### src/design/weighted_random_selector_assert.svh
// Assertion macros shared by the weighted random selector modules.
`ifndef WEIGHTED_RANDOM_SELECTOR_ASSERT_SVH
`define WEIGHTED_RANDOM_SELECTOR_ASSERT_SVH

// Invariant that holds on every clock edge outside reset.
`define WRS_ASSERT(lbl, cond, msg) \
	lbl: assert property (@(posedge clk) disable iff (!arst_n) (cond)) \
		else $error(msg);

// Same-cycle implication.
`define WRS_ASSERT_IMP(lbl, ante, cons, msg) \
	lbl: assert property (@(posedge clk) disable iff (!arst_n) (ante) |-> (cons)) \
		else $error(msg);

// Next-cycle implication.
`define WRS_ASSERT_NEXT(lbl, ante, cons, msg) \
	lbl: assert property (@(posedge clk) disable iff (!arst_n) (ante) |=> (cons)) \
		else $error(msg);

`endif

### src/design/wrs_pkg.sv
// Shared constants, codes and control types of the weighted random selector.
package wrs_pkg;

	localparam int ENTRIES_DEF     = 16;
	localparam int KEY_BITS_DEF    = 16;
	localparam int RANDOM_BITS_DEF = 31;

	localparam int OP_BITS     = 2;
	localparam int STATUS_BITS = 2;
	localparam int COUNT_BITS  = 16;
	localparam int TOTAL_BITS  = 20;

	localparam logic [COUNT_BITS-1:0] COUNT_MAX = '1;
	localparam logic [TOTAL_BITS-1:0] TOTAL_MAX = '1;

	typedef enum logic [OP_BITS-1:0] {
		OP_ADD    = 2'd0,
		OP_SAMPLE = 2'd1,
		OP_QUERY  = 2'd2
	} op_t;

	typedef enum logic [STATUS_BITS-1:0] {
		ST_OK    = 2'd0,
		ST_RETRY = 2'd1,
		ST_MISS  = 2'd2,
		ST_FULL  = 2'd3
	} status_t;

	// Which result the datapath stages
	typedef enum logic [2:0] {
		RES_MISS   = 3'd0,
		RES_RETRY  = 3'd1,
		RES_FULL   = 3'd2,
		RES_APPEND = 3'd3,
		RES_COUNT  = 3'd4,
		RES_INC    = 3'd5,
		RES_PICK   = 3'd6
	} res_t;

	typedef struct packed {
		logic capture;   // latch the input word, clear walk/divider
		logic rd;        // read table at walk index
		logic idx_inc;   // advance walk index
		logic cum_acc;   // add current count to cumulative sum
		logic div_step;  // one remainder step
		logic inc;       // bump count of the found entry
		logic app;       // append new key
		logic set_res;   // stage a result
		res_t res;
		logic out_load;  // move staged result to output register
	} wrs_cmd_t;

	typedef struct packed {
		logic [OP_BITS-1:0] op;
		logic used_zero;
		logic total_zero;
		logic full;
		logic key_hit;
		logic idx_last;
		logic div_last;
		logic reject;
		logic cum_hit;
	} wrs_sts_t;

endpackage

### src/design/wrs_in_if.sv
// Input channel: valid/ready handshake carrying one request word.
interface wrs_in_if import wrs_pkg::*; #(
	parameter int KEY_BITS    = KEY_BITS_DEF,
	parameter int RANDOM_BITS = RANDOM_BITS_DEF
);
	logic                   valid;
	logic                   ready;
	logic [OP_BITS-1:0]     op;
	logic [KEY_BITS-1:0]    key;
	logic [RANDOM_BITS-1:0] random_word;

	modport source (output valid, output op, output key, output random_word, input ready);
	modport sink (input valid, input op, input key, input random_word, output ready);
endinterface

### src/design/wrs_out_if.sv
// Output channel: valid/ready handshake carrying one result word.
interface wrs_out_if import wrs_pkg::*; #(
	parameter int KEY_BITS = KEY_BITS_DEF
);
	logic                   valid;
	logic                   ready;
	logic [STATUS_BITS-1:0] status;
	logic [KEY_BITS-1:0]    chosen_key;
	logic [COUNT_BITS-1:0]  weight;
	logic [TOTAL_BITS-1:0]  total;

	modport source (output valid, output status, output chosen_key, output weight,
		output total, input ready);
	modport sink (input valid, input status, input chosen_key, input weight,
		input total, output ready);
endinterface

### src/design/wrs_ram.sv
// Generic single-write, single-read RAM with registered read data.
module wrs_ram #(
	parameter int WIDTH = 8,
	parameter int DEPTH = 16
) (
	input  logic                     clk,
	input  logic                     we,
	input  logic [$clog2(DEPTH)-1:0] waddr,
	input  logic [WIDTH-1:0]         wdata,
	input  logic                     re,
	input  logic [$clog2(DEPTH)-1:0] raddr,
	output logic [WIDTH-1:0]         rdata
);
	logic [WIDTH-1:0] mem_q [DEPTH];
	logic [WIDTH-1:0] rdata_q;

	always_ff @(posedge clk) begin
		if (we) begin
			mem_q[waddr] <= wdata;
		end
		if (re) begin
			rdata_q <= mem_q[raddr];
		end
	end

	assign rdata = rdata_q;
endmodule

### src/design/wrs_ctrl.sv
// Controller state machine: sequences search, divide, walk and result handoff.
module wrs_ctrl import wrs_pkg::*; (
	input  logic     clk,
	input  logic     arst_n,
	input  logic     in_valid,
	output logic     in_ready,
	input  logic     out_ready,
	output logic     out_valid,
	input  wrs_sts_t sts,
	output wrs_cmd_t cmd
);
	`include "weighted_random_selector_assert.svh"

	typedef enum logic [10:0] {
		S_IDLE = 11'b00000000001,
		S_DISP = 11'b00000000010,
		S_RD   = 11'b00000000100,
		S_CHK  = 11'b00000001000,
		S_INC  = 11'b00000010000,
		S_APP  = 11'b00000100000,
		S_DIV  = 11'b00001000000,
		S_REJ  = 11'b00010000000,
		S_WRD  = 11'b00100000000,
		S_WCHK = 11'b01000000000,
		S_OUT  = 11'b10000000000
	} state_t;

	state_t state_q, state_d;
	logic   out_valid_q;

	assign in_ready  = (state_q == S_IDLE);
	assign out_valid = out_valid_q;

	always_comb begin
		state_d = state_q;
		cmd     = '0;
		case (state_q)
			S_IDLE: begin
				if (in_valid) begin
					cmd.capture = 1'b1;
					state_d     = S_DISP;
				end
			end
			S_DISP: begin
				case (sts.op)
					OP_ADD: begin
						state_d = sts.used_zero ? S_APP : S_RD;
					end
					OP_QUERY: begin
						if (sts.used_zero) begin
							cmd.set_res = 1'b1;
							cmd.res     = RES_MISS;
							state_d     = S_OUT;
						end else begin
							state_d = S_RD;
						end
					end
					OP_SAMPLE: begin
						if (sts.used_zero || sts.total_zero) begin
							cmd.set_res = 1'b1;
							cmd.res     = RES_MISS;
							state_d     = S_OUT;
						end else begin
							state_d = S_DIV;
						end
					end
					default: begin
						cmd.set_res = 1'b1;
						cmd.res     = RES_MISS;
						state_d     = S_OUT;
					end
				endcase
			end
			S_RD: begin
				cmd.rd  = 1'b1;
				state_d = S_CHK;
			end
			S_CHK: begin
				if (sts.key_hit) begin
					if (sts.op == OP_ADD) begin
						state_d = S_INC;
					end else begin
						cmd.set_res = 1'b1;
						cmd.res     = RES_COUNT;
						state_d     = S_OUT;
					end
				end else if (sts.idx_last) begin
					if (sts.op == OP_ADD && !sts.full) begin
						state_d = S_APP;
					end else begin
						cmd.set_res = 1'b1;
						cmd.res     = (sts.op == OP_ADD) ? RES_FULL : RES_MISS;
						state_d     = S_OUT;
					end
				end else begin
					cmd.idx_inc = 1'b1;
					state_d     = S_RD;
				end
			end
			S_INC: begin
				cmd.inc     = 1'b1;
				cmd.set_res = 1'b1;
				cmd.res     = RES_INC;
				state_d     = S_OUT;
			end
			S_APP: begin
				cmd.app     = 1'b1;
				cmd.set_res = 1'b1;
				cmd.res     = RES_APPEND;
				state_d     = S_OUT;
			end
			S_DIV: begin
				cmd.div_step = 1'b1;
				if (sts.div_last) begin
					state_d = S_REJ;
				end
			end
			S_REJ: begin
				if (sts.reject) begin
					cmd.set_res = 1'b1;
					cmd.res     = RES_RETRY;
					state_d     = S_OUT;
				end else begin
					state_d = S_WRD;
				end
			end
			S_WRD: begin
				cmd.rd  = 1'b1;
				state_d = S_WCHK;
			end
			S_WCHK: begin
				if (sts.cum_hit) begin
					cmd.set_res = 1'b1;
					cmd.res     = RES_PICK;
					state_d     = S_OUT;
				end else if (sts.idx_last) begin
					cmd.set_res = 1'b1;
					cmd.res     = RES_MISS;
					state_d     = S_OUT;
				end else begin
					cmd.cum_acc = 1'b1;
					cmd.idx_inc = 1'b1;
					state_d     = S_WRD;
				end
			end
			S_OUT: begin
				if (!out_valid_q || out_ready) begin
					cmd.out_load = 1'b1;
					state_d      = S_IDLE;
				end
			end
			default: begin
				state_d = S_IDLE;
			end
		endcase
	end

	always_ff @(posedge clk or negedge arst_n) begin
		if (!arst_n) begin
			state_q     <= S_IDLE;
			out_valid_q <= 1'b0;
		end else begin
			state_q <= state_d;
			if (cmd.out_load) begin
				out_valid_q <= 1'b1;
			end else if (out_ready) begin
				out_valid_q <= 1'b0;
			end
		end
	end

	`WRS_ASSERT_NEXT(a_disp_after_accept, in_valid && in_ready, state_q == S_DISP, "accepted word not dispatched")
	`WRS_ASSERT_IMP(a_rej_from_div, state_q == S_REJ, $past(state_q) == S_DIV, "reject check without divide")
	`WRS_ASSERT_NEXT(a_out_hold, state_q == S_OUT && out_valid_q && !out_ready, state_q == S_OUT, "staged result dropped")
endmodule

### src/design/wrs_dpath.sv
// Datapath: key/count tables, fill count, total, remainder unit and result registers.
module wrs_dpath import wrs_pkg::*; #(
	parameter int ENTRIES     = ENTRIES_DEF,
	parameter int KEY_BITS    = KEY_BITS_DEF,
	parameter int RANDOM_BITS = RANDOM_BITS_DEF
) (
	input  logic                   clk,
	input  logic                   arst_n,
	input  wrs_cmd_t               cmd,
	output wrs_sts_t               sts,
	input  logic [OP_BITS-1:0]     op,
	input  logic [KEY_BITS-1:0]    key,
	input  logic [RANDOM_BITS-1:0] random_word,
	output logic [STATUS_BITS-1:0] status,
	output logic [KEY_BITS-1:0]    chosen_key,
	output logic [COUNT_BITS-1:0]  weight,
	output logic [TOTAL_BITS-1:0]  total
);
	`include "weighted_random_selector_assert.svh"

	localparam int IDX_BITS  = $clog2(ENTRIES);
	localparam int USED_BITS = $clog2(ENTRIES + 1);
	localparam int DIV_BITS  = $clog2(RANDOM_BITS);
	localparam int ACC_BITS  = (COUNT_BITS + IDX_BITS > TOTAL_BITS + 1) ?
		(COUNT_BITS + IDX_BITS) : (TOTAL_BITS + 1);
	localparam int CMP_BITS  = (RANDOM_BITS > TOTAL_BITS) ? RANDOM_BITS : TOTAL_BITS;
	localparam logic [RANDOM_BITS-1:0] RND_TOP = '1;

	// restoring remainder step: shift in one dividend bit, subtract if it fits
	function automatic logic [TOTAL_BITS-1:0] rem_step(input logic [TOTAL_BITS-1:0] rem,
		input logic din, input logic [TOTAL_BITS-1:0] dvs);
		logic [TOTAL_BITS:0] sh;
		sh = {rem, din};
		if (sh >= {1'b0, dvs}) begin
			sh = sh - {1'b0, dvs};
		end
		return sh[TOTAL_BITS-1:0];
	endfunction

	logic [OP_BITS-1:0]     op_q;
	logic [KEY_BITS-1:0]    key_q;
	logic [RANDOM_BITS-1:0] rnd_q;
	logic [RANDOM_BITS-1:0] rnd_sh_q;
	logic [IDX_BITS-1:0]    idx_q;
	logic [USED_BITS-1:0]   used_q;
	logic [TOTAL_BITS-1:0]  total_q;
	logic [TOTAL_BITS-1:0]  rem_r_q;
	logic [TOTAL_BITS-1:0]  rem_t_q;
	logic [DIV_BITS-1:0]    div_cnt_q;
	logic [ACC_BITS-1:0]    cum_q;

	logic [STATUS_BITS-1:0] res_status_q, res_status_d;
	logic [KEY_BITS-1:0]    res_key_q, res_key_d;
	logic [COUNT_BITS-1:0]  res_weight_q, res_weight_d;

	logic [STATUS_BITS-1:0] status_q;
	logic [KEY_BITS-1:0]    chosen_key_q;
	logic [COUNT_BITS-1:0]  weight_q;
	logic [TOTAL_BITS-1:0]  total_out_q;

	logic [KEY_BITS-1:0]    key_rd;
	logic [COUNT_BITS-1:0]  cnt_rd;
	logic                   cnt_sat;
	logic [COUNT_BITS-1:0]  cnt_inc;
	logic [ACC_BITS-1:0]    cum_next;
	logic [TOTAL_BITS:0]    target;
	logic [TOTAL_BITS-1:0]  total_inc;
	logic [IDX_BITS-1:0]    cnt_waddr;
	logic [COUNT_BITS-1:0]  cnt_wdata;

	wrs_ram #(.WIDTH(KEY_BITS), .DEPTH(ENTRIES)) u_key_ram (
		.clk   (clk),
		.we    (cmd.app),
		.waddr (used_q[IDX_BITS-1:0]),
		.wdata (key_q),
		.re    (cmd.rd),
		.raddr (idx_q),
		.rdata (key_rd)
	);

	assign cnt_waddr = cmd.app ? used_q[IDX_BITS-1:0] : idx_q;
	assign cnt_wdata = cmd.app ? COUNT_BITS'(1) : cnt_inc;

	wrs_ram #(.WIDTH(COUNT_BITS), .DEPTH(ENTRIES)) u_cnt_ram (
		.clk   (clk),
		.we    (cmd.app || cmd.inc),
		.waddr (cnt_waddr),
		.wdata (cnt_wdata),
		.re    (cmd.rd),
		.raddr (idx_q),
		.rdata (cnt_rd)
	);

	assign cnt_sat   = (cnt_rd == COUNT_MAX);
	assign cnt_inc   = cnt_sat ? cnt_rd : cnt_rd + 1'b1;
	assign total_inc = (total_q == TOTAL_MAX) ? total_q : total_q + 1'b1;
	assign cum_next  = cum_q + ACC_BITS'(cnt_rd);
	assign target    = {1'b0, rem_r_q} + 1'b1;

	always_comb begin
		sts            = '0;
		sts.op         = op_q;
		sts.used_zero  = (used_q == '0);
		sts.total_zero = (total_q == '0);
		sts.full       = (used_q == USED_BITS'(ENTRIES));
		sts.key_hit    = (key_rd == key_q);
		sts.idx_last   = (USED_BITS'(idx_q) + 1'b1 == used_q);
		sts.div_last   = (div_cnt_q == DIV_BITS'(RANDOM_BITS - 1));
		// biased tail: word at or above the largest multiple of the total
		sts.reject     = (CMP_BITS'(rnd_q) >= CMP_BITS'(RND_TOP) - CMP_BITS'(rem_t_q));
		sts.cum_hit    = (ACC_BITS'(target) <= cum_next);
	end

	always_comb begin
		res_status_d = ST_MISS;
		res_key_d    = key_q;
		res_weight_d = '0;
		case (cmd.res)
			RES_MISS: begin
				res_status_d = ST_MISS;
			end
			RES_RETRY: begin
				res_status_d = ST_RETRY;
			end
			RES_FULL: begin
				res_status_d = ST_FULL;
			end
			RES_APPEND: begin
				res_status_d = ST_OK;
				res_weight_d = COUNT_BITS'(1);
			end
			RES_COUNT: begin
				res_status_d = ST_OK;
				res_weight_d = cnt_rd;
			end
			RES_INC: begin
				res_status_d = ST_OK;
				res_weight_d = cnt_inc;
			end
			RES_PICK: begin
				res_status_d = ST_OK;
				res_key_d    = key_rd;
				res_weight_d = cnt_rd;
			end
			default: begin
				res_status_d = ST_MISS;
			end
		endcase
	end

	always_ff @(posedge clk or negedge arst_n) begin
		if (!arst_n) begin
			used_q    <= '0;
			total_q   <= '0;
			idx_q     <= '0;
			div_cnt_q <= '0;
		end else begin
			if (cmd.capture) begin
				idx_q     <= '0;
				div_cnt_q <= '0;
			end else begin
				if (cmd.idx_inc) begin
					idx_q <= idx_q + 1'b1;
				end
				if (cmd.div_step) begin
					div_cnt_q <= div_cnt_q + 1'b1;
				end
			end
			if (cmd.app) begin
				used_q  <= used_q + 1'b1;
				total_q <= total_inc;
			end else if (cmd.inc && !cnt_sat) begin
				total_q <= total_inc;
			end
		end
	end

	always_ff @(posedge clk) begin
		if (cmd.capture) begin
			op_q     <= op;
			key_q    <= key;
			rnd_q    <= random_word;
			rnd_sh_q <= random_word;
			rem_r_q  <= '0;
			rem_t_q  <= '0;
			cum_q    <= '0;
		end else begin
			if (cmd.div_step) begin
				rem_r_q  <= rem_step(rem_r_q, rnd_sh_q[RANDOM_BITS-1], total_q);
				rem_t_q  <= rem_step(rem_t_q, 1'b1, total_q);
				rnd_sh_q <= rnd_sh_q << 1;
			end
			if (cmd.cum_acc) begin
				cum_q <= cum_next;
			end
		end
		if (cmd.set_res) begin
			res_status_q <= res_status_d;
			res_key_q    <= res_key_d;
			res_weight_q <= res_weight_d;
		end
		if (cmd.out_load) begin
			status_q     <= res_status_q;
			chosen_key_q <= res_key_q;
			weight_q     <= res_weight_q;
			total_out_q  <= total_q;
		end
	end

	assign status     = status_q;
	assign chosen_key = chosen_key_q;
	assign weight     = weight_q;
	assign total      = total_out_q;

	`WRS_ASSERT(a_used_bound, used_q <= USED_BITS'(ENTRIES), "fill count beyond table depth")
	`WRS_ASSERT(a_total_step, (total_q == $past(total_q)) || (total_q == $past(total_q) + 1'b1), "total moved by more than one")
	`WRS_ASSERT_NEXT(a_rem_range, cmd.div_step, (rem_r_q < total_q) && (rem_t_q < total_q), "remainder not below total")
endmodule

### src/design/weighted_random_selector.sv
// Top level of the weighted random selector: controller plus datapath behind two channels.
// One word in flight at a time; the result sits in an output register so the next word
// is taken as soon as the result is handed to that register.
// Add/query: a RAM read and a compare per table entry searched.
// Sample: RANDOM_BITS remainder steps, then a RAM read and a check per entry walked.
// Reset clears fill count, total and control; table RAMs are not cleared (fill count guards).
module weighted_random_selector import wrs_pkg::*; #(
	parameter int ENTRIES     = ENTRIES_DEF,
	parameter int KEY_BITS    = KEY_BITS_DEF,
	parameter int RANDOM_BITS = RANDOM_BITS_DEF
) (
	input  logic      clk,
	input  logic      arst_n,
	wrs_in_if.sink    item,
	wrs_out_if.source result
);
	// Command/status pair between the sequencer and the datapath
	wrs_cmd_t cmd;
	wrs_sts_t sts;

	// Sequencer: owns the handshake on both channels. The input is ready only while
	// idle; the output valid flag lives here so the controller holds the next result
	// back while a stalled one is still waiting to be taken.
	wrs_ctrl u_ctrl (
		.clk       (clk),
		.arst_n    (arst_n),
		.in_valid  (item.valid),
		.in_ready  (item.ready),
		.out_ready (result.ready),
		.out_valid (result.valid),
		.sts       (sts),
		.cmd       (cmd)
	);

	// Datapath: key and count RAMs (read one entry per visit), fill count, running
	// total, a two-lane restoring remainder unit (random word mod total and
	// all-ones mod total in lockstep), the cumulative walk and the result registers.
	wrs_dpath #(
		.ENTRIES     (ENTRIES),
		.KEY_BITS    (KEY_BITS),
		.RANDOM_BITS (RANDOM_BITS)
	) u_dpath (
		.clk         (clk),
		.arst_n      (arst_n),
		.cmd         (cmd),
		.sts         (sts),
		.op          (item.op),
		.key         (item.key),
		.random_word (item.random_word),
		.status      (result.status),
		.chosen_key  (result.chosen_key),
		.weight      (result.weight),
		.total       (result.total)
	);
endmodule

### src/flat_wrapper.sv
// flat-port wrapper written by rule: the top's interface ports become plain ports
module weighted_random_selector_flat import wrs_pkg::*;
#(
	parameter int ENTRIES     = ENTRIES_DEF,
	parameter int KEY_BITS    = KEY_BITS_DEF,
	parameter int RANDOM_BITS = RANDOM_BITS_DEF
)
  (clk, arst_n, item_valid, item_op, item_key, item_random_word, item_ready, result_valid, result_status, result_chosen_key, result_weight, result_total, result_ready);
  wrs_in_if #(.KEY_BITS(KEY_BITS), .RANDOM_BITS(RANDOM_BITS)) item_i ();
  wrs_out_if #(.KEY_BITS(KEY_BITS)) result_i ();
  input  logic clk;
  input  logic arst_n;
  input wire logic [$bits(item_i.valid)-1:0] item_valid;
  input wire logic [$bits(item_i.op)-1:0] item_op;
  input wire logic [$bits(item_i.key)-1:0] item_key;
  input wire logic [$bits(item_i.random_word)-1:0] item_random_word;
  output wire logic [$bits(item_i.ready)-1:0] item_ready;
  output wire logic [$bits(result_i.valid)-1:0] result_valid;
  output wire logic [$bits(result_i.status)-1:0] result_status;
  output wire logic [$bits(result_i.chosen_key)-1:0] result_chosen_key;
  output wire logic [$bits(result_i.weight)-1:0] result_weight;
  output wire logic [$bits(result_i.total)-1:0] result_total;
  input wire logic [$bits(result_i.ready)-1:0] result_ready;
  assign item_i.valid = item_valid;
  assign item_i.op = item_op;
  assign item_i.key = item_key;
  assign item_i.random_word = item_random_word;
  assign item_ready = item_i.ready;
  assign result_valid = result_i.valid;
  assign result_status = result_i.status;
  assign result_chosen_key = result_i.chosen_key;
  assign result_weight = result_i.weight;
  assign result_total = result_i.total;
  assign result_i.ready = result_ready;
  weighted_random_selector #(.ENTRIES(ENTRIES), .KEY_BITS(KEY_BITS), .RANDOM_BITS(RANDOM_BITS)) u_core (.clk(clk), .arst_n(arst_n), .item(item_i), .result(result_i));
endmodule
### config.mk
export PLATFORM = sky130hd
export DESIGN_NAME = weighted_random_selector_flat
export DESIGN_NICKNAME = d
export VERILOG_FILES = /design/src/design/wrs_pkg.sv /design/src/design/wrs_in_if.sv /design/src/design/wrs_out_if.sv /design/src/design/wrs_ram.sv /design/src/design/wrs_ctrl.sv /design/src/design/wrs_dpath.sv /design/src/design/weighted_random_selector.sv /design/src/flat_wrapper.sv
export VERILOG_INCLUDE_DIRS = /design/src /design/src/design
export SDC_FILE = /design/constraint.sdc
export NUM_CORES = 1
export LEC_CHECK = 0
export BUFFER_PORTS_ARGS = -buffer_cell sky130_fd_sc_hd__buf_2
export CAP_MARGIN = 0
export CELL_PAD_IN_SITES_DETAIL_PLACEMENT = 0
export CELL_PAD_IN_SITES_GLOBAL_PLACEMENT = 1
export CORE_AREA = 2 2 186 371
export CTS_CLUSTER_SIZE = 24
export DETAILED_ROUTE_END_ITERATION = 12
export DIE_AREA = 0 0 188 373
export PLACE_DENSITY = 0.77
export SYNTH_ARGS = -nofsm -noshare
export SYNTH_HDL_FRONTEND = slang
export SYNTH_SLANG_ARGS = --single-unit
export TNS_END_PERCENT = 10
### constraint.sdc
create_clock -name clk -period 8.2 [get_ports clk]
set_input_delay 0.41 -clock clk [delete_from_list [all_inputs] [get_ports clk]]
set_output_delay 0.41 -clock clk [all_outputs]
set_load 0.005 [all_outputs]
# After elaboration in Yosys (flattened, before gate mapping)
# Memory sizes are Yosys's and may differ from the RTL's. A register that Yosys moved wholly into a read port is not among the register bits.
# Index checks and enable logic that the tools add are counted.
classes:
  n_addsub: 11
  order_cmp: 4
  n_eq_ne: 28
  muxes: 64
  n_reduce_logical: 20
op_table:
  columns: ["cell", "n"]
  rows:
  - ["$mux W11", 12]
  - ["$pmux W11 S10", 1]
  - ["$mux W20", 5]
  - ["$mux W31", 2]
  - ["$mux W16", 3]
  - ["$mux W4", 12]
  - ["$pmux W16 S3", 1]
  - ["$ge A21 B20 Y1", 2]
  - ["$sub A20 B20 Y20", 2]
  - ["$pmux W11 S3", 1]
  - ["$ge A31 B31 Y1", 1]
  - ["$pmux W4 S6", 1]
  - ["$sub A1 B21 Y22 const A", 1]
  - ["$add A20 B1 Y21 const B", 1]
  - ["$add A21 B16 Y21", 1]
  - ["$le A21 B21 Y1", 1]
  - ["$add A20 B1 Y20 const B", 1]
  - ["$eq A20 B20 Y1 const B", 1]
  - ["$logic_not A20 Y1", 1]
  - ["$mux W1", 17]
  - ["$add A16 B1 Y16 const B", 1]
  - ["$eq A16 B16 Y1", 1]
  - ["$eq A16 B16 Y1 const B", 1]
  - ["$pmux W4 S3", 1]
  - ["other kinds (37)", 56]
word_totals:
  register_bits: 275
  ramBits: 512
  out_inout_bits: 56
  word_cells: 149
  n_memories: 2
memory_table:
  columns: ["name", "words", "word_bits", "read_ports", "rd_clocked_by_memory_dff", "write_ports", "line", "text"]
  rows:
  - ["u_core.u_dpath.u_cnt_ram.mem_q", 16, 16, 1, 1, 1, "wrs_ram.sv:14", "logic [WIDTH-1:0] mem_q [DEPTH];"]
  - ["u_core.u_dpath.u_key_ram.mem_q", 16, 16, 1, 1, 1, "wrs_ram.sv:14", null]

# Longest topological paths before layout
# Gate-level depths: netlist (run 1).
logic_depth:
  ltp_word: 10
  depth_mapped: 20
  ltp_nobuf: 19

# Modules after synthesis
# A second synthesis (run 1) with hierarchy kept.
hier_totals:
  hier_cells: 2396
  hier_area_um2: 36312.3
by_module_without_submodules:
  columns: ["mod", "instances", "cells_each", "area_each_um2", "seq_area_each_um2"]
  rows:
  - ["wrs_ram", 2, 432, 10202.3, 8167.8]
  - ["wrs_dpath", 1, 1410, 14925.6, 7116.8]
  - ["wrs_ctrl", 1, 122, 982.2, 301.5]

# Worst setup path before layout (run 1)
# OpenSTA, ideal clock, no wires.
synth_path:
  kind: "register to register"
  from: "register u_core.u_dpath.u_cnt_ram.rdata_q[0] (netlist: u_core.u_dpath.u_cnt_ram.rdata[0]), read port of u_core.u_dpath.u_cnt_ram.mem_q"
  to: "register u_core.u_ctrl.state_q[10]"
  setup_time_ps: 134
  t_arrival_ps: 5545
  slack_ps: 2521
  stages_incl_launch_ff: 19
  period_less_slack_ps: 5679
  cell_sequence: "edfxtp_1 ha_1 fa_1 a21o_1 a221oi_1 a21oi_1 a21o_1 o41a_1 and3_1 nand3_1 xnor2_1 ha_1 nand4_1 or2_2 a31oi_1 o21ai_0 nand2_1 nand4_1 or2_2"
synth_between:
  elab_chain_cells: 4
synth_lines:
  columns: ["element", "line", "text"]
  rows:
  - ["start: declaration", "wrs_ram.sv:15", "logic [WIDTH-1:0] rdata_q;"]
  - ["$add A21 B16 Y21", "wrs_dpath.sv:97", "assign cum_next = cum_q + ACC_BITS'(cnt_rd);"]
  - ["$le A21 B21 Y1", "wrs_dpath.sv:111", "sts.cum_hit = (ACC_BITS'(target) <= cum_next);"]
  - ["$mux W11", "wrs_ctrl.sv:132", "if (sts.cum_hit) begin"]
  - ["$pmux W11 S10", "wrs_ctrl.sv:37", "case (state_q)"]
  - ["end signal: assignment", "wrs_ctrl.sv:163", "state_q <= state_d;"]
  - ["end: declaration", "wrs_ctrl.sv:28", "state_t state_q, state_d;"]
# No other way between the ends.
# A chain may end at the register's enable or synchronous reset.

# Worst setup path after layout (run 1)
layout_path:
  from: "register u_core.u_dpath.u_cnt_ram.rdata_q[0] (netlist: u_core.u_dpath.u_cnt_ram.rdata[0]), read port of u_core.u_dpath.u_cnt_ram.mem_q"
  to: "register u_core.u_dpath.res_weight_q[0], data pin"
layout_between:
  elab_chain_cells: 7
layout_lines:
  columns: ["element", "line", "text"]
  rows:
  - ["$add A21 B16 Y21", "wrs_dpath.sv:97", null]
  - ["$le A21 B21 Y1", "wrs_dpath.sv:111", null]
  - ["$mux W4", "wrs_ctrl.sv:132", null]
  - ["$pmux W4 S6", "wrs_ctrl.sv:37", null]
  - ["$eq A3 B3 Y1", "wrs_dpath.sv:118", "case (cmd.res)"]
  - ["$reduce_or A2 Y1 (no source line)", null, null]
  - ["$pmux W16 S3 (*)", "wrs_dpath.sv:118", null]
  - ["named net u_core.u_dpath.res_weight_d[0]", "wrs_dpath.sv:54", "logic [COUNT_BITS-1:0] res_weight_q, res_weight_d;"]
  - ["end signal: assignment", "wrs_dpath.sv:200", "res_weight_q <= res_weight_d;"]
  - ["end: declaration", "wrs_dpath.sv:54", null]
# The timed path passes the listed nets; every way through them passes the cells marked *.

==> reports/results.txt, run 1 <==
fin crit period - 5.93 ns
crit path DAT - 6.32 ns
Hold Crit Depth - 3
CP Max Fanout - 18
Reg clk slew, reported paths - 0.07 ns
die area - 70100 µm²
RR Startpoint - u_core.u_dpath.u_cnt_ram.rdata[0]
Cell Area, Synth - 35500 µm²
final hold violation count - 0
initial antenna violation count - 2
Reg area - 23800 µm²
# resized after CTS - 0
largest net degree at the start of global routing - 73
post-synthesis register bit count - 819
Syn Inst Count - 2236
global-route wire length before repair - 123 mm
CTS tree - done
ys async rst share - 5.62%
fin. max-slew vios - 0
Slew @ Worst Pin - 1.27 ns
max-cap check violation count - 0
Worst VDD drop - 0.202 mV
Layout Skew - 0.0380 ns
initial DRC count - 1571
CTS Root Buffer Type - clkbuf_16
port buffer count - 108
post-synthesis compound-gate area fraction - 5.58%
main flop type after synthesis - edfxtp_1
Pleak - 14.1 nW
pre-CTS setup slack - 2.37 ns
clock sink count - 819
CP Class - flop to flop
TNS Setup - 0 ns
run status - completed
Layout Nets - 2602
r2r setup slk - 2.27 ns
later-pin clock latency in the skew report - 0.67 ns
reg2reg path depth - 19
grt ovf - 0
DRC viols - 0
multi-input logic area - 11300 µm²
Vias - 19900
Relative slew margins - 15.2%
GRT Overall Usage - 23.4%
TritonRoute pass-1 iters - 6
Synth-to-Final Area Change - 13.2%
Reg-to-Reg End - u_core.u_dpath.res_weight_q[0]
FP Rows - 135
number of I/O pins - 109
Crit. End Element - flop
Post-Synth Adder-Cell Area - 3.94%
vias in the first global route - 20100
WL/cell - 23.7 µm
Die X - 188 µm
H-tree levels - 3
Post-Route WL - 80.2 mm
number of fill cells - 5039
post-synthesis xor/xnor area fraction - 3.11%
unrepaired setup endpoints after global routing - false
Setup crit start kind - flop
mux cell area share after synthesis - 11.3%
HP Start - result_ready
Max Fclk - 0.169 GHz
crit share post-route - 72.3%
diode count - 0
power density over the cells - 228 nW/µm²
Hold Buf Count CTS - 50
Simple-Gate Fraction of Synth Area - 7.70%
Detailed Place HPWL - 49.9 mm
Final GP Congestion - 0.845
Hold Path Sink - u_core.u_ctrl.out_valid
Hold Crit Class - input pin to flop
Initial Util - 52.6%
CTS Buffer Depth - 3
Avg Vias per Cell - 5.87
combinational family with the most area after synthesis - multiplexers
Die H - 373 µm
Post-synth EDFFs - 712
Yosys warning total - 0
number of post-CTS setup repair buffers - 0
Placeable Area - 67400 µm²
clock buffers created by TritonCTS - 72
sequential fraction of the synthesis area - 67.0%
fraction of layout cells with a size suffix above 1 - 20.1%
syn_area_per_cell - 15.9 µm²
Final Setup Violations - 0
number of routed nets with antenna violations - 0
Distinct cells, synth - 85
Crit path required time - 8.60 ns
Worst Setup Slack, final - 2.27 ns
Syn Nets - 2399
==> registers in the layout, indices dropped and copies added, names as in the netlist, 20 cells and up <==
signal / flops
u_core.u_dpath.rem_r_q: 20
u_core.u_dpath.rnd_q: 31
u_core.u_dpath.total: 20
u_core.u_dpath.total_q: 20
u_core.u_dpath.cum_q: 21
u_core.u_dpath.u_cnt_ram.mem_q: 256
u_core.u_dpath.rnd_sh_q: 31
u_core.u_dpath.u_key_ram.mem_q: 256
u_core.u_dpath.rem_t_q: 20
==> routing by layer <==
layer	GRT usage [%]	vias to the layer above	wire length, µm
li1	-	9131	-
met1	33.5	10000	35200
met2	37.6	617	38900
met3	3.15	114	4120
met4	7.24	0	1940
met5	0	-	0
==> worst max path at each step <==
| stage | startpoint | end | slack, ns | cells past startpoint |
|---|---|---|---|---|
| 2_1_floorplan | u_core.u_dpath.u_cnt_ram.rdata[0] | u_core.u_ctrl.state_q[10] | 2.52 | 18 |
| 3_3_place_gp | u_core.u_dpath.u_cnt_ram.rdata[0] | u_core.u_dpath.res_weight_q[0] | 2.47 | 19 |
| 3_5_place_dp | u_core.u_dpath.u_cnt_ram.rdata[0] | u_core.u_dpath.res_weight_q[0] | 2.37 | 19 |
| 4_1_cts | u_core.u_dpath.u_cnt_ram.rdata[0] | u_core.u_dpath.res_weight_q[0] | 2.34 | 19 |
| 5_1_grt | u_core.u_dpath.u_cnt_ram.rdata[0] | u_core.u_dpath.res_weight_q[0] | 1.81 | 19 |
| 6_report | u_core.u_dpath.u_cnt_ram.rdata[0] | u_core.u_dpath.res_weight_q[0] | 2.27 | 19 |
==> metrics by stage <==
step	total power, W	hold WS, ns	cell area [µm²]	std cells	util [%]
6_report	0.00915	0.125	40100	3384	59.5
2_1_floorplan	0.00549	0.114	35500	2236	-
5_1_grt	0.00948	0.156	40100	3384	59.5
3_3_place_gp	0.00576	0.404	37300	3205	55.3
3_5_place_dp	0.00578	0.405	37300	3205	55.3
4_1_cts	0.00925	0.0900	40100	3384	59.5
==> where the power goes <==
part,switching [W],leakage (nW),internal (W)
sequential,0.000145,7.59,0.00482
clock,0.00158,1.16,0.00188
combinational,0.000473,5.31,0.000260
==> worst max-delay path, cell delays in order, from the launching register on <==
cell and delay, ns:
edfxtp_1 0.50, ha_1 0.28, fa_1 0.42, a21o_1 0.19, a221oi_1 0.40, a21oi_1 0.21
a21o_1 0.21, o41a_1 0.39, and3_1 0.26, nand3_1 0.15, xnor2_1 0.10, ha_1 0.31
nand4_1 0.11, o21ai_1 0.50, or3b_4 0.24, o311ai_4 0.09, buf_4 0.25, o211ai_4 0.50
o21ai_0 0.23, a211o_1 0.34
==> cells in the mapped netlist (35+ instances only) <==
library cell | number | share of area [%]
edfxtp_1 | 712 | 60
nand2_1 | 192 | 2.0
mux4_2 | 160 | 10
nor2_1 | 108 | 1.1
ha_1 | 107 | 3.8
o21ai_0 | 91 | 1.3
xnor2_1 | 77 | 1.9
a21oi_1 | 68 | 0.96
dfxtp_1 | 61 | 3.4
clkbuf_1 | 58 | 0.61
nand3_1 | 56 | 0.79
xor2_1 | 49 | 1.2
dfrtp_1 | 45 | 3.2
inv_1 | 45 | 0.48
a21o_1 | 35 | 0.74
==> cell families (layout without fill, tap and decap cells) <==
kind of cell / after synthesis / after routing
simple gates: 552 / 552
flops: 819 / 819
buf+inv: 124 / 382
compound gates: 307 / 307
mux: 198 / 198
xor+xnor: 126 / 126
fa+ha+maj: 110 / 110
==> cell usage in the layout, fill, tap and decap left out, types with 7 or more instances in the layout <==
master and n:
nor4_1 10, nand4_1 29, dfrtp_1 42, a31oi_1 21
o211ai_1 7, buf_4 48, clkbuf_1 13, nor2_1 90
nor3_1 26, mux2_2 16, edfxtp_1 712, nor2_2 18
buf_2 108, dfxtp_1 61, nand2b_1 20, clkinv_2 15
o21a_1 14, nand2_1 191, xor2_1 49, nor2b_1 18
and3_1 26, dlygate4sd3_1 50, clkbuf_16 72, inv_1 45
nand3_1 56, a21oi_1 68, mux4_2 160, bufinv_16 7
ha_1 107, mux2i_1 22, xnor2_1 77, o21ai_0 91
a21o_1 35, and2_1 17
==> final cells by class <==
cell class | instances | share of cell area (%)
Multi-Input combinational cell | 1293 | 28.2
Tap cell | 890 | 2.77
Clock buffer | 86 | 4.65
Sequential cell | 819 | 59.2
Clock inverter | 43 | 1.27
Timing Repair Buffer | 206 | 3.49
Inverter | 47 | 0.446
(Power assumes the default switching activity.)
==> run 2: changes to the inputs <==
clock period = 6.1 ns   (was 8.2 ns; I/O delays follow)
==> reports/results.txt, run 2 (synthesis results as in run 1) <==
number of I/O pins - 109
later-pin clock latency in the skew report - 0.66 ns
Slew @ Worst Pin - 1.24 ns
max-cap check violation count - 0
largest registers - u_core.u_dpath.u_cnt_ram.mem_q: 256 flops, u_core.u_dpath.u_key_ram.mem_q: 256 flops
run status - completed
WL/cell - 23.5 µm
initial antenna violation count - 0
Relative slew margins - 17.4%
Hold Path Sink - u_core.u_ctrl.out_valid
power density over the cells - 308 nW/µm²
die area - 70100 µm²
CTS tree - done
grt ovf - 0
diode count - 0
commonest non-fill, non-tap cell in the layout - edfxtp_1
Vias - 19900
Comb power frac - 8.0%
Layout Nets - 2605
initial DRC count - 1778
RR Startpoint - u_core.u_dpath.u_cnt_ram.rdata[0]
Pint - 0.00943 W
vias in the first global route - 19900
FP Rows - 135
fraction of layout cells with a size suffix above 1 - 20.3%
fin. max-slew vios - 0
most frequent cells in the layout - edfxtp_1 (712), nand2_1 (191), mux4_2 (160), buf_2 (108), ha_1 (107)
Die X - 188 µm
pre-CTS setup slack - 0.491 ns
r2r setup slk - 0.40 ns
clock buffers created by TritonCTS - 73
Max Fclk - 0.176 GHz
Die H - 373 µm
global-route wire length before repair - 122 mm
DRC viols - 0
Setup crit start kind - flop
Placed Cells - 3206
GRT Overall Usage - 23.3%
CP Class - flop to flop
fin crit period - 5.70 ns
Clk network pwr share - 38.2%
Final GP Congestion - 0.859
Layout Cells excl Fill - 3390
sw frac - 24.0%
Sw Pwr - 0.00297 W
Worst Setup Slack, final - 0.405 ns
Crit path required time - 6.50 ns
final hold violation count - 0
Synth-to-Final Area Change - 13.4%
Worst VDD drop - 0.317 mV
number of routed nets with antenna violations - 0
Reg clk slew, reported paths - 0.07 ns
PnR Total Power - 0.0124 W
Util after Layout - 59.7%
port buffer count - 108
Initial Util - 52.6%
largest net degree at the start of global routing - 78
reg2reg path depth - 18
H-tree levels - 3
Flop pwr share - 53.8%
CP Max Fanout - 15
unrepaired setup endpoints after global routing - false
Detailed Place HPWL - 50.1 mm
Reg-to-Reg End - u_core.u_dpath.res_weight_q[0]
Placeable Area - 67400 µm²
Hold Crit Class - input pin to flop
Avg Vias per Cell - 5.87
Post-Route WL - 79.6 mm
TritonRoute pass-1 iters - 5
TNS Setup - 0 ns
clock sink count - 819
CTS Root Buffer Type - clkbuf_16
CTS Buffer Depth - 3
Layout Skew - 0.0284 ns
HP Start - result_ready
Final Setup Violations - 0
Crit. End Element - flop
crit path DAT - 6.10 ns
Pleak - 14.1 nW
crit share post-route - 93.4%
Hold Crit Depth - 3
## run 2: cell types whose count changed in the layout (fill, tap and decap cells not counted)
cell and delta:
clkbuf_1 -5, clkinvlp_4 +4, clkinv_1 +3, clkinv_4 +3, clkinv_2 -2, a31oi_1 +1
a31oi_2 -1, buf_4 +1, bufinv_16 +1, clkbuf_16 +1, clkinv_8 -1, dlygate4sd3_1 +1
## run 2: worst max path at each step
stage	from	to	slack (ns)	depth (start not counted)
final	u_core.u_dpath.u_cnt_ram.rdata[0]	u_core.u_dpath.res_weight_q[0]	0.40	18
after global routing	u_core.u_dpath.u_cnt_ram.rdata[0]	u_core.u_dpath.res_weight_q[0]	0.07	18
after CTS	u_core.u_dpath.u_cnt_ram.rdata[0]	u_core.u_dpath.res_weight_q[0]	0.50	18
after detailed placement	u_core.u_dpath.u_cnt_ram.rdata[0]	u_core.u_dpath.res_weight_q[0]	0.49	18
after global placement	u_core.u_dpath.u_cnt_ram.rdata[0]	u_core.u_dpath.res_weight_q[0]	0.59	18
after floorplan	u_core.u_dpath.u_cnt_ram.rdata[0]	u_core.u_ctrl.state_q[10]	0.42	18
## run 2: metal layers
| layer | GRT usage [%] | part of all wire [%] |
|---|---|---|
| met3 | 3.12 | 5.4 |
| met4 | 8.85 | 3.1 |
| met2 | 37.2 | 48 |
| met1 | 32.7 | 43 |
| met5 | 0 | 0 |
## run 2: power groups by stage
stage	clock, W	sequential (W)	combinational, W
floorplan	0	0.00671	0.000662
global placement	0	0.00678	0.000965
detailed placement	0	0.00679	0.000977
CTS	0.00484	0.00667	0.00101
global route	0.00503	0.00670	0.00112
finish	0.00474	0.00667	0.000990
## run 2: metrics by stage
stage / hold WS, ns / area, µm²
after floorplan: 0.00941 / 35500
after global placement: 0.405 / 37300
after detailed placement: 0.405 / 37300
after CTS: 0.00769 / 40200
after global routing: 0.0670 / 40200
final: 0.0550 / 40200
## run 2: cell type report
| type | instances | area, µm² |
|---|---|---|
| clock inverter | 51 | 581 |
| fill | 5048 | 27200 |
| timing repair buffer | 208 | 1420 |
| inverter | 47 | 179 |
| clock buffer | 82 | 1870 |
| sequential | 819 | 23800 |
| tap | 890 | 1110 |
| multi-input combinational | 1293 | 11300 |
## run 2: timing repair
item / in CTS / in global routing
buffers inserted: 0 / 0
resized for setup: 0 / 0
endpoints found under the hold margin: 125 / 0
hold buffers: 51 / 0
## run 2: worst max-delay path: stages, from the launching register on
cell and delay (ns):
edfxtp_1 0.49, ha_1 0.27, fa_1 0.42, a21o_1 0.20, a221oi_1 0.44, a21oi_1 0.22
a21o_1 0.23, o41a_1 0.38, and3_1 0.26, nand3_1 0.15, xnor2_1 0.09, ha_1 0.29
nand4_1 0.10, o21ai_1 0.51, or3b_4 0.25, o311ai_4 0.14, o211ai_4 0.47, o21ai_0 0.22
a211o_1 0.32
==> run 3: changes to the inputs <==
CORE_AREA = 2 2 235 469   (was 2 2 186 371)
DIE_AREA = 0 0 237 471   (was 0 0 188 373)
PLACE_DENSITY = 0.51   (was 0.77)
==> reports/results.txt, run 3 (synthesis results as in run 1) <==
Crit path required time - 6.53 ns
crit path DAT - 6.08 ns
Pleak - 14.3 nW
fin crit period - 5.65 ns
most frequent cells in the layout - edfxtp_1 (712), nand2_1 (191), mux4_2 (160), buf_2 (108), ha_1 (107)
CTS Root Buffer Type - clkbuf_16
Relative slew margins - 29.6%
unrepaired setup endpoints after global routing - false
crit share post-route - 92.7%
crit path cell chain - ha_1, fa_1, a21o_1, a221oi_1, a21oi_1, a21o_1, o41a_1, and3_1, nand3_1, xnor2_1, ha_1, nand4_1, or2_2, nor4_1, nand2_1, o311ai_4, buf_4, mux2_2
WL/cell - 23.3 µm
TNS Setup - 0 ns
Max Fclk - 0.177 GHz
Synth-to-Final Area Change - 16.6%
Util after Layout - 38.3%
CP Class - flop to flop
met2 Track Usage GR - 27.1%
Avg Vias per Cell - 5.04
# resized after CTS - 0
Hold Crit Class - input pin to asynchronous set/reset pin
TritonRoute pass-1 iters - 5
vias in the first global route - 20200
clock sink count - 819
Final GP Congestion - 0.787
Initial Util - 32.8%
port buffer count - 108
WHS - 0.284 ns
max-cap check violation count - 0
PnR Total Power - 0.0130 W
initial DRC count - 1535
DRC viols - 0
Vias - 19700
CTS Buffer Depth - 3
power density over the cells - 315 nW/µm²
final hold violation count - 0
global-route wire length before repair - 135 mm
commonest non-fill, non-tap cell in the layout - edfxtp_1
Slowest-stage cell, CP - edfxtp_1
Setup crit start kind - flop
CTS tree - done
Finished Cell Area - 41300 µm²
Final Setup Violations - 0
number of I/O pins - 109
Die H - 471 µm
number of routed nets with antenna violations - 0
Layout Nets - 2627
Reg clk slew, reported paths - 0.07 ns
later-pin clock latency in the skew report - 0.68 ns
r2r setup slk - 0.45 ns
CP Max Fanout - 16
Placeable Area - 108000 µm²
Critical Path Max Stage Delay - 0.49 ns
Reg area - 23800 µm²
initial antenna violation count - 4
fin. max-slew vios - 0
Layout Skew - 0.0295 ns
Crit. End Element - flop
grt ovf - 0
GR peak layer - met2
Die X - 237 µm
GRT Overall Usage - 16.5%
H-tree levels - 3
multi-input logic area - 11300 µm²
GRT met1 Usage - 22.3%
die area - 112000 µm²
grt met3 use - 2.36%
worst path bufs/invs - 1
Post-Route WL - 91.3 mm
Detailed Place HPWL - 57.7 mm
FP Rows - 171
number of fill cells - 10000
largest registers - u_core.u_dpath.u_cnt_ram.mem_q: 256 flops, u_core.u_dpath.u_key_ram.mem_q: 256 flops
run status - completed
Worst VDD drop - 0.230 mV
clock buffers created by TritonCTS - 81
cell family with most CP delay - compound AO/OA/AOI/OAI gates
DP Area - 38000 µm²
largest net degree at the start of global routing - 93
fraction of layout cells with a size suffix above 1 - 20.9%
Slew @ Worst Pin - 1.05 ns
run 3: power breakdown:
| part | switching (W) | internal (W) |
|---|---|---|
| logic | 0.000682 | 0.000352 |
| registers | 0.000194 | 0.00648 |
| clock network | 0.00222 | 0.00308 |
run 3: per-layer routing:
layer  wire, µm  part of all wire (%)  vias up
met3       3680                   4.0      137
met1      41200                    45     9989
li1           -                     -     9205
met2      43900                    48      401
met4       2510                   2.7        4
met5         27                 0.030        -
run 3: through the flow:
step           std cells  worst slack, ns
2_1_floorplan       2236            0.421
3_3_place_gp        3712            0.433
3_5_place_dp        3712            0.427
4_1_cts             3911            0.392
5_1_grt             3913          0.00272
6_report            3914            0.446
run 3: worst paths after layout:
path,start,to,depth (start not counted)
max,u_core.u_dpath.u_cnt_ram.rdata[0],u_core.u_dpath.res_key_q[15],18
min,arst_n,u_core.u_ctrl.state_q[4],3
max reg2reg,u_core.u_dpath.u_cnt_ram.rdata[0],u_core.u_dpath.res_key_q[15],18
min reg2reg,u_core.u_dpath.res_key_q[9],u_core.u_dpath.chosen_key[9],0
max in group asynchronous,arst_n,u_core.u_dpath.idx_q[1],3
min in group clk,item_key[5],u_core.u_dpath.key_q[5],2
run 3: cell type report:
| type | instances | share of cell area, % |
|---|---|---|
| antenna | 2 | 0.0121 |
| clock buffer | 97 | 5.20 |
| clock inverter | 50 | 1.55 |
| inverter | 47 | 0.433 |
| multi-input combinational | 1293 | 27.4 |
| sequential | 819 | 57.5 |
| tap | 1384 | 4.19 |
| timing repair buffer | 222 | 3.75 |
run 3: repair_timing:
action	4_1_cts	5_1_grt
setup buffers	0	0
hold endpoints to repair	126	0
setup endpoints to repair	0	0
hold buffers	52	0
run 3: tightest hold or removal path: stages:
cell and delay, ns:
dlygate4sd3_1 0.52, buf_2 0.09, buf_4 0.53
